==> config.mk <==
export PLATFORM = sky130hd
export DESIGN_NAME = crse_queue
export DESIGN_NICKNAME = d
export VERILOG_FILES = /design/src/rtl/core/crse_pkg.sv /design/src/rtl/core/crse_queue.sv
export SDC_FILE = /design/constraint.sdc
export NUM_CORES = 1
export LEC_CHECK = 0
export BUFFER_PORTS_ARGS = -buffer_cell sky130_fd_sc_hd__buf_2
export CAP_MARGIN = 20
export CELL_PAD_IN_SITES_DETAIL_PLACEMENT = 0
export CELL_PAD_IN_SITES_GLOBAL_PLACEMENT = 1
export CORE_ASPECT_RATIO = 0.8
export CORE_MARGIN = 4
export CORE_UTILIZATION = 30
export CTS_CLUSTER_SIZE = 30
export DETAILED_ROUTE_END_ITERATION = 6
export PLACE_DENSITY = 0.61
export SYNTH_ARGS = -nofsm -noshare
export SYNTH_HDL_FRONTEND = slang
export SYNTH_SLANG_ARGS = --single-unit
export TNS_END_PERCENT = 10
==> constraint.sdc <==
create_clock -name clk -period 18.1 [get_ports clk]
set_input_delay 0.905 -clock clk [delete_from_list [all_inputs] [get_ports clk]]
set_output_delay 0.905 -clock clk [all_outputs]
set_load 0.05 [all_outputs]
==> src/rtl/core/crse_pkg.sv <==
// Shared constants, types and codes for the Catmull-Rom spline evaluator.
`timescale 1ns / 1ps
`default_nettype none

package crse_pkg;

    // Table and field geometry.
    localparam int MAX_POINTS = 8;
    localparam int SLOT_W     = $clog2(MAX_POINTS);
    localparam int CNT_W      = 4;
    localparam int COORD_W    = 32;
    localparam int T_W        = 17;
    localparam int FRAC_W     = 16;
    localparam int SC_W       = T_W + SLOT_W;

    // Horner accumulator: the coefficients reach twelve times a coordinate.
    localparam int ACC_W  = COORD_W + 6;
    localparam int SUM_W  = ACC_W + 2;
    localparam int HI_W   = ACC_W - FRAC_W;
    localparam int PHI_W  = HI_W + FRAC_W + 1;
    localparam int LO_W   = 2 * FRAC_W;

    // Register stages inside one axis datapath.
    localparam int AXIS_LAT = 8;

    // Request queue between the front and back parts.
    localparam int QUEUE_DEPTH = 2;
    localparam int QPTR_W      = $clog2(QUEUE_DEPTH);
    localparam int QCNT_W      = $clog2(QUEUE_DEPTH + 1);

    localparam logic [T_W-1:0]   T_ONE        = T_W'(1) << FRAC_W;
    localparam logic [CNT_W-1:0] POINTS_RESET = CNT_W'(4);
    localparam logic [CNT_W-1:0] POINTS_MIN   = CNT_W'(2);
    localparam logic [CNT_W-1:0] POINTS_MAX   = CNT_W'(MAX_POINTS);

    // Request codes.
    localparam logic MODE_LOAD = 1'b0;
    localparam logic MODE_EVAL = 1'b1;

    typedef struct packed {
        logic signed [COORD_W-1:0] x;
        logic signed [COORD_W-1:0] y;
        logic signed [COORD_W-1:0] z;
    } point_t;

    typedef struct packed {
        logic              is_eval;
        logic [SLOT_W-1:0] slot;
        point_t            point;
        logic [SLOT_W-1:0] idx0;
        logic [SLOT_W-1:0] idx1;
        logic [SLOT_W-1:0] idx2;
        logic [SLOT_W-1:0] idx3;
        logic [FRAC_W-1:0] frac;
        logic [SLOT_W-1:0] span;
    } item_t;

endpackage

`default_nettype wire

==> src/rtl/core/crse_queue.sv <==
// Short request queue between the front and back parts.
`timescale 1ns / 1ps
`default_nettype none

module crse_queue
(
    input  wire logic            clk,
    input  wire logic            rst_n,
    input  wire logic            push,
    input  crse_pkg::item_t      push_item,
    input  wire logic            pop,
    output logic                 head_valid,
    output crse_pkg::item_t      head,
    output logic                 full
);

    crse_pkg::item_t               entries_reg [crse_pkg::QUEUE_DEPTH];
    logic [crse_pkg::QPTR_W-1:0]   wr_ptr_reg;
    logic [crse_pkg::QPTR_W-1:0]   wr_ptr_next;
    logic [crse_pkg::QPTR_W-1:0]   rd_ptr_reg;
    logic [crse_pkg::QPTR_W-1:0]   rd_ptr_next;
    logic [crse_pkg::QCNT_W-1:0]   count_reg;
    logic [crse_pkg::QCNT_W-1:0]   count_next;
    logic                          pop_go;

    localparam logic [crse_pkg::QPTR_W-1:0] PTR_LAST = crse_pkg::QPTR_W'(crse_pkg::QUEUE_DEPTH - 1);

    always_comb
    begin
        head_valid  = (count_reg != '0);
        head        = entries_reg[rd_ptr_reg];
        full        = (count_reg == crse_pkg::QCNT_W'(crse_pkg::QUEUE_DEPTH));
        pop_go      = pop && head_valid;
        wr_ptr_next = wr_ptr_reg;
        rd_ptr_next = rd_ptr_reg;
        count_next  = count_reg;
        if (push)
        begin
            wr_ptr_next = (wr_ptr_reg == PTR_LAST) ? '0 : wr_ptr_reg + crse_pkg::QPTR_W'(1);
        end
        if (pop_go)
        begin
            rd_ptr_next = (rd_ptr_reg == PTR_LAST) ? '0 : rd_ptr_reg + crse_pkg::QPTR_W'(1);
        end
        case ({push, pop_go})
            2'b10:   count_next = count_reg + crse_pkg::QCNT_W'(1);
            2'b01:   count_next = count_reg - crse_pkg::QCNT_W'(1);
            default: count_next = count_reg;
        endcase
    end

    always_ff @(posedge clk or negedge rst_n)
    begin
        if (!rst_n)
        begin
            wr_ptr_reg <= '0;
            rd_ptr_reg <= '0;
            count_reg  <= '0;
        end
        else
        begin
            wr_ptr_reg <= wr_ptr_next;
            rd_ptr_reg <= rd_ptr_next;
            count_reg  <= count_next;
        end
    end

    always_ff @(posedge clk)
    begin
        if (push)
        begin
            entries_reg[wr_ptr_reg] <= push_item;
        end
    end

endmodule

`default_nettype wire

==> summary.txt <==
Floorplanning
  • Die W: 212 um
  • Die height: 171 um
  • Core Footprint: 32,600 um2
  • Starting density of the core: 0.306
  • I/O pin total: 268
  • Die Area: 36,300 um2
  • FP Rows: 59

Global routing
  • Initial antenna violation count: 5
  • Grt ovf: 0
  • Number of global-route vias before repair: 5,155
  • Pin count of the biggest net entering global routing: 70
  • Total routing usage reported by global routing: 0.105
  • Global-route wire length before repair: 29,700 um

Pwr
  • Power, Total: 2.37 mW
  • VDD IR max: 0.0997 mV
  • Pwr Density: 188 nW/um2
  • Leak: 4.92 nW

Synthesis
  • Cell taking the most area after synthesis: edfxtp_1
  • Flop and latch count out of synthesis: 266
  • Ys async rst share: 0.0150
  • Warnings from Yosys: 0
  • Commonest cells post-synth: edfxtp_1 (262), mux2_4 (80), mux2_2 (51), buf_6 (9), buf_2 (5)
  • Synth top area share: 0.789
  • Ys flop type: edfxtp_1
  • Ranking of synthesized cells by area: edfxtp_1 (79%), mux2_4 (12%), mux2_2 (5.8%)
  • Cells after Synth: 425
  • Post-synthesis cell area: 9980 um2
  • Syn_area_per_cell: 23.5 um2
  • Most frequent cell after synthesis: edfxtp_1
  • Sequential fraction of the synthesis area: 0.799
  • Mapped Nets: 561
  • Library cells used by synthesis: 15
  • Post-synth EDFFs: 262

STA
  • Slew HR: 0.341
  • Max-slew violations: 0
  • Clk_skew: 0.0214 ns
  • Finish-stage setup viols: 0
  • Hold Violations, Final: 0
  • Tcrit/Tclk final: 0.208
  • Final min period: 3.76 ns
  • RSZ-0062 raised after global routing: no
  • Hold Slack: 0.159 ns
  • Setup TNS Final: 0 ns
  • Maximum clock frequency: 0.266 GHz
  • Slack of the critical path: 14.34 ns
  • Worst slew pin tran: 0.988 ns

Routing
  • Initial DRC Count: 148
  • Final WL: 20,000 um
  • DR vias/cell: 4.21
  • DRC Markers: 0
  • Drt pass-1 iters: 4
  • Routed wire per std cell: 17.2 um
  • Antenna viol nets, final: 0
  • DR vias: 4,881

Worst setup path
  • R2r setup slk: 15.49 ns
  • Worst Setup End Kind: output pin
  • Critical Path RT: 17.19 ns
  • Reg2Reg Depth: 2
  • R2R Path End: entries_reg[1][31]$_DFFE_PP_
  • Worst setup SP type: flop
  • Crit-path max FO: 60
  • RR Startpoint: wr_ptr_reg$_DFFE_PN0P_
  • CP arrival: 2.86 ns
  • WS Path Type: flop to output pin

Final layout
  • Final cell count without fillers: 1,159
  • Number of flip-flops under the largest register name: 262
  • Final #Nets: 848
  • Share of layout cells above drive strength 1: 0.606
  • Area Overhead vs Synth: 26.8%

CTS
  • Num CTS Buffers: 28
  • Sink Count: 266
  • Clock slew at reported path FFs: 0.06 ns
  • Post-CTS sizing: 0
  • H-Tree Depth: 1
  • Worst-Skew Late Latency: 0.54 ns
  • Clk buf depth: 3
  • Clock tree from TritonCTS: done
  • Hold buffers post-CTS: 0
  • Root Buffer: clkbuf_16
  • Postcts setup bufs: 0

Flow run
  • MaxCap Viol Count: 0

Placement
  • Placement Setup Slack: 14.84 ns
  • Gpl congestion: 0.662
  • DPL Wire Length: 13,200 um
  • Placed cells: 1,109
  • Port bufs: 267

Worst hold path
  • Worst min path class: input port to async pin

Outcome
  • Status: completed
[cell families after synthesis]
group / after synthesis / share of synthesized area
XOR/XNOR: 5 / 0.00439
adder cells (fa/ha/maj): 1 / 0.00125
buffers and inverters: 16 / 0.0145
flip-flops: 266 / 0.799
multiplexers: 131 / 0.178
AND/OR/NAND/NOR: 6 / 0.00326
[power by group]
group / switching, mW / internal [mW] / total, mW
Sequential: 0.0447 / 0.820 / 0.864
Clock: 0.215 / 0.333 / 0.548
Combinational: 0.675 / 0.286 / 0.962
[worst max-delay path by stage]
stage	startpoint	end	slack [ns]	depth (start not counted)
after floorplan	push	entries_reg[0][0]$_DFFE_PP_	11.02	2
after global placement	rd_ptr_reg$_DFFE_PN0P_	head[2]	14.82	3
after detailed placement	rd_ptr_reg$_DFFE_PN0P_	head[110]	14.84	3
after CTS	rd_ptr_reg$_DFFE_PN0P_	head[110]	14.22	3
after global routing	rd_ptr_reg$_DFFE_PN0P_	head[9]	14.17	3
final	rd_ptr_reg$_DFFE_PN0P_	head[12]	14.34	3
[placed cells by master (no fill, tap or decap)]
master / netlist / routed
xnor2_1: 2 / 2
dfrtp_4: 0 / 1
nor2b_1: 1 / 1
diode_2: 0 / 1
buf_4: 0 / 5
dfrtp_1: 4 / 3
clkinv_2: 0 / 3
ha_1: 1 / 1
inv_6: 0 / 1
xor2_1: 3 / 3
buf_2: 5 / 267
inv_1: 1 / 1
and2_1: 2 / 1
mux2_2: 51 / 51
bufinv_16: 0 / 3
nor2_4: 0 / 1
edfxtp_1: 262 / 262
nor2_1: 2 / 1
and2_4: 0 / 1
or2_2: 1 / 1
mux2_4: 80 / 80
clkbuf_1: 0 / 7
clkinv_1: 0 / 6
clkbuf_16: 0 / 29
[critical path, cell delays in order, from the launching register on]
cell	delay (ns)
dfrtp_4	0.80
buf_4	0.75
mux2_2	0.42
buf_2	0.21
[per-stage QoR]
stage	cell area, um2	util
after floorplan	9980	-
after global placement	11800	0.360
after detailed placement	11800	0.360
after CTS	12600	0.388
after global routing	12600	0.388
final	12600	0.388
[layer usage]
layer  global-route usage  share of wire  vias up
met3               0.0491          0.099       38
met5                    0         0.0037        -
met4               0.0230          0.022       10
met2                0.165           0.46      174
li1                     -              -     2267
met1                0.134           0.42     2392
[layout make-up]
cell class | count | area (um2)
multi-input cells | 143 | 1870
well taps | 427 | 534
diodes | 1 | 2.50
repair buffers | 272 | 1370
inverters | 1 | 3.75
fillers | 3075 | 20000
clock buffers | 36 | 752
clock inverters | 13 | 136
flip-flops and latches | 266 | 7970
Power figures use the tool's default switching activity.
