<file path="src/rtl/core/crse_pkg.sv">
// Shared constants, types and codes for the Catmull-Rom spline evaluator.
`timescale 1ns / 1ps
`default_nettype none

package crse_pkg;

    // Table and field geometry.
    localparam int MAX_POINTS = 8;
    localparam int SLOT_W     = $clog2(MAX_POINTS);
    localparam int CNT_W      = 4;
    localparam int COORD_W    = 32;
    localparam int T_W        = 17;
    localparam int FRAC_W     = 16;
    localparam int SC_W       = T_W + SLOT_W;

    // Horner accumulator: the coefficients reach twelve times a coordinate.
    localparam int ACC_W  = COORD_W + 6;
    localparam int SUM_W  = ACC_W + 2;
    localparam int HI_W   = ACC_W - FRAC_W;
    localparam int PHI_W  = HI_W + FRAC_W + 1;
    localparam int LO_W   = 2 * FRAC_W;

    // Register stages inside one axis datapath.
    localparam int AXIS_LAT = 8;

    // Request queue between the front and back parts.
    localparam int QUEUE_DEPTH = 2;
    localparam int QPTR_W      = $clog2(QUEUE_DEPTH);
    localparam int QCNT_W      = $clog2(QUEUE_DEPTH + 1);

    localparam logic [T_W-1:0]   T_ONE        = T_W'(1) << FRAC_W;
    localparam logic [CNT_W-1:0] POINTS_RESET = CNT_W'(4);
    localparam logic [CNT_W-1:0] POINTS_MIN   = CNT_W'(2);
    localparam logic [CNT_W-1:0] POINTS_MAX   = CNT_W'(MAX_POINTS);

    // Request codes.
    localparam logic MODE_LOAD = 1'b0;
    localparam logic MODE_EVAL = 1'b1;

    typedef struct packed {
        logic signed [COORD_W-1:0] x;
        logic signed [COORD_W-1:0] y;
        logic signed [COORD_W-1:0] z;
    } point_t;

    typedef struct packed {
        logic              is_eval;
        logic [SLOT_W-1:0] slot;
        point_t            point;
        logic [SLOT_W-1:0] idx0;
        logic [SLOT_W-1:0] idx1;
        logic [SLOT_W-1:0] idx2;
        logic [SLOT_W-1:0] idx3;
        logic [FRAC_W-1:0] frac;
        logic [SLOT_W-1:0] span;
    } item_t;

endpackage

`default_nettype wire

</file>
<file path="src/rtl/core/crse_front.sv">
// Front part: configuration register, request acceptance and span classification.
`timescale 1ns / 1ps
`default_nettype none

module crse_front
(
    input  wire logic                              clk,
    input  wire logic                              rst_n,
    input  wire logic                              cfg_valid,
    input  wire logic [crse_pkg::CNT_W-1:0]        cfg_data,
    input  wire logic                              start,
    input  wire logic                              mode,
    input  wire logic [crse_pkg::SLOT_W-1:0]       point_slot,
    input  wire logic signed [crse_pkg::COORD_W-1:0] coord_x,
    input  wire logic signed [crse_pkg::COORD_W-1:0] coord_y,
    input  wire logic signed [crse_pkg::COORD_W-1:0] coord_z,
    input  wire logic [crse_pkg::T_W-1:0]          param_t,
    input  wire logic                              queue_full,
    output logic                                   busy,
    output logic                                   push,
    output crse_pkg::item_t                        push_item
);

    logic [crse_pkg::CNT_W-1:0]  points_reg;
    logic [crse_pkg::CNT_W-1:0]  points_next;
    logic [crse_pkg::CNT_W-1:0]  n_sel;
    logic [crse_pkg::SLOT_W-1:0] last;
    logic [crse_pkg::T_W-1:0]    t_sat;
    logic [crse_pkg::SC_W-1:0]   scaled;
    logic [crse_pkg::SLOT_W-1:0] seg;
    logic [crse_pkg::SLOT_W-1:0] nxt;

    always_comb
    begin
        points_next = points_reg;
        if (cfg_valid)
        begin
            points_next = cfg_data;
        end
    end

    always_ff @(posedge clk or negedge rst_n)
    begin
        if (!rst_n)
        begin
            points_reg <= crse_pkg::POINTS_RESET;
        end
        else
        begin
            points_reg <= points_next;
        end
    end

    // Clamp the point count and the parameter, then split t*(n-1).
    always_comb
    begin
        if (points_reg < crse_pkg::POINTS_MIN)
        begin
            n_sel = crse_pkg::POINTS_MIN;
        end
        else if (points_reg > crse_pkg::POINTS_MAX)
        begin
            n_sel = crse_pkg::POINTS_MAX;
        end
        else
        begin
            n_sel = points_reg;
        end
        last   = crse_pkg::SLOT_W'(n_sel - crse_pkg::CNT_W'(1));
        t_sat  = (param_t > crse_pkg::T_ONE) ? crse_pkg::T_ONE : param_t;
        scaled = crse_pkg::SC_W'(t_sat) * crse_pkg::SC_W'(last);
        seg    = scaled[crse_pkg::FRAC_W +: crse_pkg::SLOT_W];
        nxt    = (seg < last) ? seg + crse_pkg::SLOT_W'(1) : last;
    end

    always_comb
    begin
        busy                = queue_full;
        push                = start && !queue_full;
        push_item.is_eval   = (mode == crse_pkg::MODE_EVAL);
        push_item.slot      = point_slot;
        push_item.point.x   = coord_x;
        push_item.point.y   = coord_y;
        push_item.point.z   = coord_z;
        push_item.idx0      = (seg == '0) ? '0 : seg - crse_pkg::SLOT_W'(1);
        push_item.idx1      = seg;
        push_item.idx2      = nxt;
        push_item.idx3      = (nxt < last) ? nxt + crse_pkg::SLOT_W'(1) : last;
        push_item.frac      = scaled[crse_pkg::FRAC_W-1:0];
        push_item.span      = seg;
    end

endmodule

`default_nettype wire

</file>
<file path="config.mk">
export PLATFORM = sky130hd
export DESIGN_NAME = crse_front
export DESIGN_NICKNAME = d
export VERILOG_FILES = /design/src/rtl/core/crse_pkg.sv /design/src/rtl/core/crse_front.sv
export SDC_FILE = /design/constraint.sdc
export NUM_CORES = 1
export LEC_CHECK = 0
export ABC_AREA = 1
export BUFFER_PORTS_ARGS = -buffer_cell sky130_fd_sc_hd__buf_4
export CAP_MARGIN = 10
export CORE_AREA = 2 2 100 102
export DETAILED_ROUTE_END_ITERATION = 16
export DIE_AREA = 0 0 102 104
export PLACE_DENSITY = 0.73
export SYNTH_ARGS = -nofsm -noshare
export SYNTH_HDL_FRONTEND = slang
export SYNTH_SLANG_ARGS = --single-unit
</file>
<file path="constraint.sdc">
create_clock -name clk -period 16.6 [get_ports clk]
set_input_delay 2.49 -clock clk [delete_from_list [all_inputs] [get_ports clk]]
set_output_delay 2.49 -clock clk [all_outputs]
set_load 0.01 [all_outputs]
</file>
==> impl_metrics.yaml, run 1 <==
run_status:
  status: "finished, final reports clean"
clock_network:
  cts_setup_buffers: 0
  cts_tree: "done"
  htree_num_levels: 1
  clk_latency_ns: 0.22
  cts_hold_buf: 0
  ctsResizeCount: 0
  cts_sinks: 4
  clkTransAtPathRegs_ns: 0.03
  clockRootBuffer: "clkbuf_8"
  cts_buffers: 3
  clock_tree.buffer_depth: 2
grt:
  grt_use_total_pct: 13.9
  grt_pass1_vias: 2555
  grt_overflow: 0
  grt_max_degree: 40
  antenna_found_initial: 0
  grt_pass1_wl_mm: 12.1
die:
  core-area_mm2: 0.00955
  dieHeight_um: 104
  std_cell_rows: 36
  die_area_mm2: 0.0106
  initial_core_util_pct: 31.2
  ioPinCount: 259
  die_x_um: 102
sta:
  slew_viol_final: 0
  slew_headroom_pct: 33.8
  fin_ws_ns: 6.01
  finalClockSkew_ns: 0
  fin_tns_setup_ns: 0
  rsz0062_at_grt: "no"
  finalSetupViolCount: 0
  min_period_over_period_pct: 63.8
  hold-worst-slack_ns: 0.518
  fmax_mhz: 94.4
  tightest_slew_ns: 0.992
  period_needed_ns: 10.59
  hold_viol: 0
run:
  drv_cap: 0
finish:
  antenna_cells: 0
  area_growth_pct: -5.46
  fin_nets: 579
  largest_register_ffs: 4
  final_cells: 541
  drive_gt1_share_pct: 21.8
synthesis:
  synth_nets: 627
  yosysSeqAreaShare_pct: 3.40
  async_reset_ff_share_pct: 100
  avgSynthCellArea_um2: 6.52
  syn_inst: 457
  yosys_warnings: 0
  synth_cell_types: 39
  synth_top_flop_cell: "dfrtp_1"
  synth_edf_count: 0
  syn_area_mm2: 0.00298
  ys_ff_latch: 4
setup_path:
  path_class: "in -> out"
  cp_slowest_cell: "inv_1"
  timing.rr.start: "points_reg[2]"
  critPathRequiredTime_ns: 14.11
  cp_num_buf_inv: 8
  r2r-end: "points_reg[2]"
  reg2regPathDepth: 2
  crit_path_max_incr_delay_ns: 0.73
  worstPathMaxFanout: 39
  crit_family: "simple AND/OR/NAND/NOR gates"
  worstPathArrival_ns: 8.10
  cp-end-kind: "primary output"
  cpMostUsedCell: "nand2_1"
  worst_setup_path_start_kind: "primary input"
  crit_start: "param_t[14]"
  reg2reg_slack_ns: 15.78
pwr:
  power.density_mw_per_mm2: 94.9
  leakage_nw: 1.61
  finalPower_mw: 0.268
  vdd_ir_drop_max_v: 0.0000490
routing:
  wl_mm: 7.42
  drt_iter0_markers: 133
  wl_per_cell_um: 13.7
  routed_via_density: 4.61
  vias: 2495
  final_antenna_net_count: 0
  drtPass1Iterations: 5
  drc_errors: 0
worst_hold_path:
  hold_path.class: "reg -> reg"
  hold_start: "points_reg[2]"
  hold_depth: 2
  whs_endpoint: "points_reg[2]"
placement:
  hpwl_mm: 6.37
  place_ws_ns: 6.04
  place_congestion: 0.861
  portBuffers: 58
  dp_cells: 537
## Yosys cell counts, types with 3 or more instances
library cell	number	area (um2)
nand2_1	78	293
xnor2_1	6	52.6
nor3_1	3	15.0
clkbuf_1	4	15.0
nand2_2	12	75.1
o21ai_0	11	55.1
xor2_1	6	52.6
inv_1	66	248
ha_1	28	350
nor2_1	25	93.8
buf_4	104	781
nand3_1	47	235
a21oi_1	13	65.1
fa_1	16	320
nand4_1	3	18.8
inv_2	4	15.0
dfrtp_1	3	75.1
## placed cells by master (no fill, tap or decap), drive strengths merged
| cell type | count |
|---|---|
| ha | 28 |
| a31oi | 3 |
| xnor2 | 6 |
| dfstp | 1 |
| nor4 | 2 |
| dfrtp | 3 |
| inv | 71 |
| o21ai | 14 |
| a211oi | 2 |
| clkinv | 1 |
| a21o | 1 |
| o21bai | 1 |
| and3 | 2 |
| nor2 | 27 |
| clkbuf | 4 |
| xor2 | 6 |
| nand4 | 3 |
| a21oi | 14 |
| fa | 16 |
| nand3b | 1 |
| buf | 58 |
| nand3 | 48 |
| or2 | 2 |
| nand2 | 90 |
| o2111ai | 1 |
| nor3 | 3 |
## worst max-delay path by stage
stage / to / cells after the start / slack (ns)
after floorplan: push_item[21] / 34 / 7.06
after global placement: push_item[20] / 31 / 6.25
after detailed placement: push_item[20] / 31 / 6.04
after CTS: push_item[20] / 31 / 6.04
after global routing: push_item[20] / 31 / 5.42
final: push_item[20] / 31 / 6.01
## stage by stage
stage               instance area, um2  utilization (%)
floorplan                         2980                -
global placement                  2770             29.0
detailed placement                2770             29.0
CTS                               2820             29.5
global route                      2820             29.5
finish                            2820             29.5
## per-layer routing
metal	GRT usage, %	wire length [um]	vias to the layer above
li1	-	-	1227
met1	15.8	2890	1134
met2	24.5	3610	98
met3	2.15	566	36
met4	6.86	352	0
met5	0	0	-
## where the power goes
part	total (mW)	switching, mW	leakage, nW	internal (mW)
registers	0.0114	0.000510	0.0469	0.0109
clock network	0.0215	0.00506	0.0228	0.0164
logic	0.235	0.136	1.54	0.0990
total	0.268	0.141	1.61	0.126
## kinds of logic after synthesis
logic type      count (synthesis)  share of synthesized area (%)
flops                           4                           3.40
buf+inv                       183                           36.3
fa+ha+maj                      44                           22.5
simple gates                  178                           26.9
compound gates                 36                           7.39
xor+xnor                       12                           3.52
## area by class of cell
type | count | area (um2)
Timing Repair Buffer | 58 | 435
Inverter | 72 | 274
Clock buffer | 4 | 45.0
Tap cell | 133 | 166
Fill cell | 1092 | 6730
Sequential cell | 4 | 101
Multi-Input combinational cell | 270 | 1800
## tightest hold or removal path, stage by stage, from the launching register on
cell,delay [ns]
dfstp_2,0.37
inv_2,0.06
o21ai_0,0.07
Power figures use the tool's default switching activity.
==> run 2, diff against run 1 <==
--- a/config.mk
+++ b/config.mk
@@ -11,7 +11,7 @@
 export CORE_AREA = 2 2 100 102
 export DETAILED_ROUTE_END_ITERATION = 16
 export DIE_AREA = 0 0 102 104
-export PLACE_DENSITY = 0.73
+export PLACE_DENSITY = 0.76
 export SYNTH_ARGS = -nofsm -noshare
 export SYNTH_HDL_FRONTEND = slang
 export SYNTH_SLANG_ARGS = --single-unit
==> constraint.sdc (replaced) <==
create_clock -name clk -period 9.54 [get_ports clk]
set_input_delay 1.431 -clock clk [delete_from_list [all_inputs] [get_ports clk]]
set_output_delay 1.431 -clock clk [all_outputs]
set_load 0.01 [all_outputs]
==> run 2 against run 1 <==
Worst setup slack got worse by 4.7 ns. Via count rose by 1.2%. Highest routed layer unchanged. First-iteration DRC count rose by 16%. Non-clock buffer count rose by 1. Die area did not move. Global-route usage fell by 1.1 points. Design area rose by 0.27%. Clock skew did not move. Sequential share of layout area barely moved. Combinational power rose by 71%. Power rose by 72%. Flip-flop and latch count did not move.
==> impl_metrics.yaml, run 2 (same netlist as run 1, synthesis figures left out) <==
finish:
  ff_latch_area_um2: 101
  final_cells: 542
  fin_util_pct: 29.6
  largest_register_ffs: 4
  layout_commonest_cell: "nand2_1"
  antenna_cells: 0
  fin_nets: 580
  drive_gt1_share_pct: 22.0
  multiInputGateArea_mm2: 0.00180
  fillCellCount: 1079
  layout_common_cells: "nand2_1, inv_1, buf_4, nand3_1, ha_1"
  area_growth_pct: -5.20
clock_network:
  ctsResizeCount: 0
  clkTransAtPathRegs_ns: 0.03
  cts_sinks: 4
  cts_setup_buffers: 0
  clock_tree.buffer_depth: 2
  clockRootBuffer: "clkbuf_8"
  cts_tree: "done"
  cts_buffers: 3
  cts_hold_buf: 0
  clk_latency_ns: 0.22
  htree_num_levels: 1
grt:
  grt_pass1_vias: 2523
  grt_pass1_wl_mm: 11.3
  grt.busiest_layer: "met2"
  met1_usage_pct: 14.3
  grt_use_total_pct: 12.7
  antenna_found_initial: 0
  met3_usage_pct: 2.08
  grt_overflow: 0
  grt_max_degree: 23
  grt_use_met2_pct: 23.2
placement:
  hpwl_mm: 6.09
  dp_cells: 538
  place_ws_ns: 1.34
  place_congestion: 0.893
  portBuffers: 58
die:
  dieHeight_um: 104
  die_area_mm2: 0.0106
  die_x_um: 102
  core-area_mm2: 0.00955
  initial_core_util_pct: 31.2
  ioPinCount: 259
  std_cell_rows: 36
setup_path:
  crit_path_max_incr_delay_ns: 0.62
  cp-end-kind: "primary output"
  worstPathMaxFanout: 22
  worstPathArrival_ns: 6.75
  path_class: "in -> out"
  critPathRequiredTime_ns: 8.11
  cpMostUsedCell: "nand2_1"
  cp_slowest_cell: "fa_1"
  worst_setup_path_start_kind: "primary input"
sta:
  hold_viol: 0
  min_period_over_period_pct: 85.8
  fin_ws_ns: 1.36
  finalSetupViolCount: 0
  finalClockSkew_ns: 0
  fmax_mhz: 122
  period_needed_ns: 8.18
  tightest_slew_ns: 0.512
  rsz0062_at_grt: "no"
  fin_tns_setup_ns: 0
  slew_viol_final: 0
  slew_headroom_pct: 65.8
routing:
  drc_errors: 0
  vias: 2524
  wl_mm: 6.98
  final_antenna_net_count: 0
  wl_per_cell_um: 12.9
  drt_iter0_markers: 154
  drtPass1Iterations: 4
  routed_via_density: 4.66
worst_hold_path:
  hold_path.class: "reg -> reg"
pwr:
  pwr-share-seq_pct: 4.3
  power.density_mw_per_mm2: 163
  switching_power_mw: 0.241
  internal_power_mw: 0.219
  p_clk_share_pct: 8.1
  p_comb_share_pct: 87.6
  swShare_pct: 52.4
  finalPower_mw: 0.460
  vdd_ir_drop_max_v: 0.0000848
  leakage_nw: 1.61
run:
  drv_cap: 0
run_status:
  status: "finished, final reports clean"
run 2: cell types whose count changed in the layout (fill, tap and decap cells not counted):
cell / change
buf_4: +1
run 2: critical path: cells and delay by family:
kind	cells	cell delay, ns
compound gates	6	1.21
simple gates	13	1.65
fa+ha+maj	4	1.27
buf+inv	9	1.19
run 2: area by class of cell:
class	instances	share of cell area [%]
inverter	72	9.69
sequential	4	3.59
tap	133	5.89
multi-input combinational	270	63.6
clock buffer	4	1.59
timing repair buffer	59	15.7
run 2: power by group through the flow:
stage | registers [mW] | logic (mW) | clock network (mW)
2_1_floorplan | 0.0198 | 0.300 | 0
3_3_place_gp | 0.0199 | 0.399 | 0
3_5_place_dp | 0.0200 | 0.409 | 0
4_1_cts | 0.0198 | 0.410 | 0.0383
5_1_grt | 0.0199 | 0.453 | 0.0403
6_report | 0.0198 | 0.403 | 0.0373
run 2: worst paths after layout:
check | start | endpoint | slack (ns) | cells past startpoint
worst max register to register | points_reg[2] | points_reg[2] | 8.71 | 2
worst min register to register | points_reg[2] | points_reg[2] | 0.52 | 2
worst max-delay path | param_t[14] | push_item[21] | 1.36 | 32
worst min-delay path | points_reg[2] | points_reg[2] | 0.52 | 2
max in group asynchronous | rst_n | points_reg[2] | 8.35 | 1
min in group asynchronous | rst_n | points_reg[0] | 1.00 | 1
run 2: per-stage QoR:
stage | hold slack (ns) | instance area (um2)
floorplan | 0.483 | 2980
global placement | 0.502 | 2780
detailed placement | 0.523 | 2780
CTS | 0.530 | 2830
global route | 0.535 | 2830
finish | 0.523 | 2830
run 2: routing by layer:
metal  wire [um]  up-vias  share of wire [%]
met5           0        -                  0
met4         235        0                3.4
met3         488       34                7.0
met2        3510      100                 50
met1        2740     1154                 39
li1            -     1236                  -
==> run 3, diff against run 2 <==
--- a/config.mk
+++ b/config.mk
@@ -8,10 +8,10 @@
 export ABC_AREA = 1
 export BUFFER_PORTS_ARGS = -buffer_cell sky130_fd_sc_hd__buf_4
 export CAP_MARGIN = 10
-export CORE_AREA = 2 2 100 102
+export CORE_MARGIN = 8
+export CORE_UTILIZATION = 40
 export DETAILED_ROUTE_END_ITERATION = 16
-export DIE_AREA = 0 0 102 104
-export PLACE_DENSITY = 0.76
+export PLACE_DENSITY = 0.89
 export SYNTH_ARGS = -nofsm -noshare
 export SYNTH_HDL_FRONTEND = slang
 export SYNTH_SLANG_ARGS = --single-unit
==> constraint.sdc (replaced) <==
create_clock -name clk -period 9.2 [get_ports clk]
set_input_delay 1.38 -clock clk [delete_from_list [all_inputs] [get_ports clk]]
set_output_delay 1.38 -clock clk [all_outputs]
set_load 0.01 [all_outputs]
==> run 3 against run 2 <==
First-iteration DRC count decreased by 8.4%. Non-clock buffer count unchanged. Worst setup slack got worse by 0.24 ns. Wire length increased by 7.7%. Register-to-register slack got worse by 0.30 ns. Sequential power increased by 4%. Critical path depth increased by 1. Critical endpoint is now push_item[20]. Largest power group unchanged.
==> impl_metrics.yaml, run 3 (same netlist as run 1, synthesis figures left out) <==
finish:
  final_cells: 508
  largest_register_ffs: 4
  drive_gt1_share_pct: 22.0
  ff_latch_area_um2: 101
  area_growth_pct: -6.63
  multiInputGateArea_mm2: 0.00180
  layout_common_cells: "nand2_1, inv_1, buf_4, nand3_1, ha_1"
  layout_commonest_cell: "nand2_1"
  antenna_cells: 0
  fillCellCount: 779
  fin_nets: 580
sta:
  rsz0062_at_grt: "no"
  slew_viol_final: 0
  finalClockSkew_ns: 0
  slew_headroom_pct: 63.6
  period_needed_ns: 8.08
  finalSetupViolCount: 0
  min_period_over_period_pct: 87.9
  fin_tns_setup_ns: 0
  tightest_slew_ns: 0.545
  hold_viol: 0
  fmax_mhz: 124
pwr:
  power.density_mw_per_mm2: 175
  vdd_ir_drop_max_v: 0.000147
  leakage_nw: 1.61
grt:
  grt_pass1_wl_mm: 11.9
  antenna_found_initial: 0
  grt_max_degree: 24
  grt_use_total_pct: 14.0
  grt_pass1_vias: 2597
  grt_overflow: 0
setup_path:
  worst_setup_path_start_kind: "flop"
  cp_num_buf_inv: 9
  worstPathMaxFanout: 18
  crit_path_max_incr_delay_ns: 0.57
  crit_family: "compound AO/OA/AOI/OAI gates"
  worstPathArrival_ns: 6.70
  cp-end-kind: "primary output"
  critPathRequiredTime_ns: 7.82
  reg2regPathDepth: 2
  timing.rr.start: "points_reg[2]"
  path_class: "reg -> out"
  reg2reg_slack_ns: 8.41
  r2r-end: "points_reg[2]"
  cp_slowest_cell: "fa_1"
  cpMostUsedCell: "nand2_1"
worst_hold_path:
  hold_path.class: "reg -> reg"
  hold_start: "points_reg[2]"
  hold_depth: 2
  whs_endpoint: "points_reg[2]"
run_status:
  status: "finished, final reports clean"
die:
  std_cell_rows: 31
  core-area_mm2: 0.00725
  ioPinCount: 259
  die_x_um: 102
  initial_core_util_pct: 41.1
  dieHeight_um: 102
  die_area_mm2: 0.0105
clock_network:
  cts_setup_buffers: 0
  clkTransAtPathRegs_ns: 0.03
  cts_buffers: 3
  ctsResizeCount: 0
  cts_tree: "done"
  clk_latency_ns: 0.22
  cts_sinks: 4
  clock_tree.buffer_depth: 2
  clockRootBuffer: "clkbuf_8"
  htree_num_levels: 1
  cts_hold_buf: 0
routing:
  wl_mm: 7.51
  final_antenna_net_count: 0
  routed_via_density: 5.06
  drtPass1Iterations: 5
  drc_errors: 0
  drt_iter0_markers: 141
  vias: 2573
  wl_per_cell_um: 14.8
placement:
  dp_cells: 504
  place_congestion: 0.902
  portBuffers: 58
  hpwl_mm: 6.60
run:
  drv_cap: 0
-- run 3: metrics by stage --
step	hold WS [ns]	setup WS, ns	total power, mW	util [%]	area [um2]
after global routing	0.531	0.645	0.541	38.4	2780
after detailed placement	0.508	1.20	0.452	37.8	2740
final	0.507	1.12	0.487	38.4	2780
after global placement	0.500	1.41	0.441	37.8	2740
after CTS	0.510	1.16	0.494	38.4	2780
after floorplan	0.483	1.88	0.332	-	2980
-- run 3: worst min-delay path: cells and delay by family (launching register included) --
family | cells | cell delay (ns)
buffers and inverters | 1 | 0.06
DFF | 1 | 0.37
AOI/OAI and AO/OA | 1 | 0.07
-- run 3: power breakdown --
group	internal [mW]	leakage (nW)	switching, mW	total [mW]
sequential	0.0196	0.0469	0.000898	0.0205
combinational	0.180	1.54	0.247	0.427
clock	0.0296	0.0228	0.00942	0.0390
total	0.229	1.61	0.258	0.487
-- run 3: cell type report --
type | count | share of cell area (%)
sequential | 4 | 3.64
inverter | 72 | 9.84
clock buffer | 4 | 1.62
multi-input combinational | 270 | 64.5
timing repair buffer | 59 | 15.9
tap | 99 | 4.45
-- run 3: worst max path at each step --
stage                        from       endpoint  slack [ns]  cells after the start
floorplan              param_t[6]  push_item[21]        1.88                     34
finish              points_reg[2]  push_item[20]        1.12                     33
detailed placement    param_t[14]  push_item[20]        1.20                     33
global route        points_reg[2]  push_item[20]        0.64                     36
CTS                 points_reg[2]  push_item[20]        1.16                     33
global placement      param_t[14]  push_item[20]        1.41                     32
-- run 3: layer usage --
metal,part of all wire [%],track usage (%)
met1,37,14.5
met2,48,24.7
met3,10,3.75
met4,4.8,8.47
met5,0,0
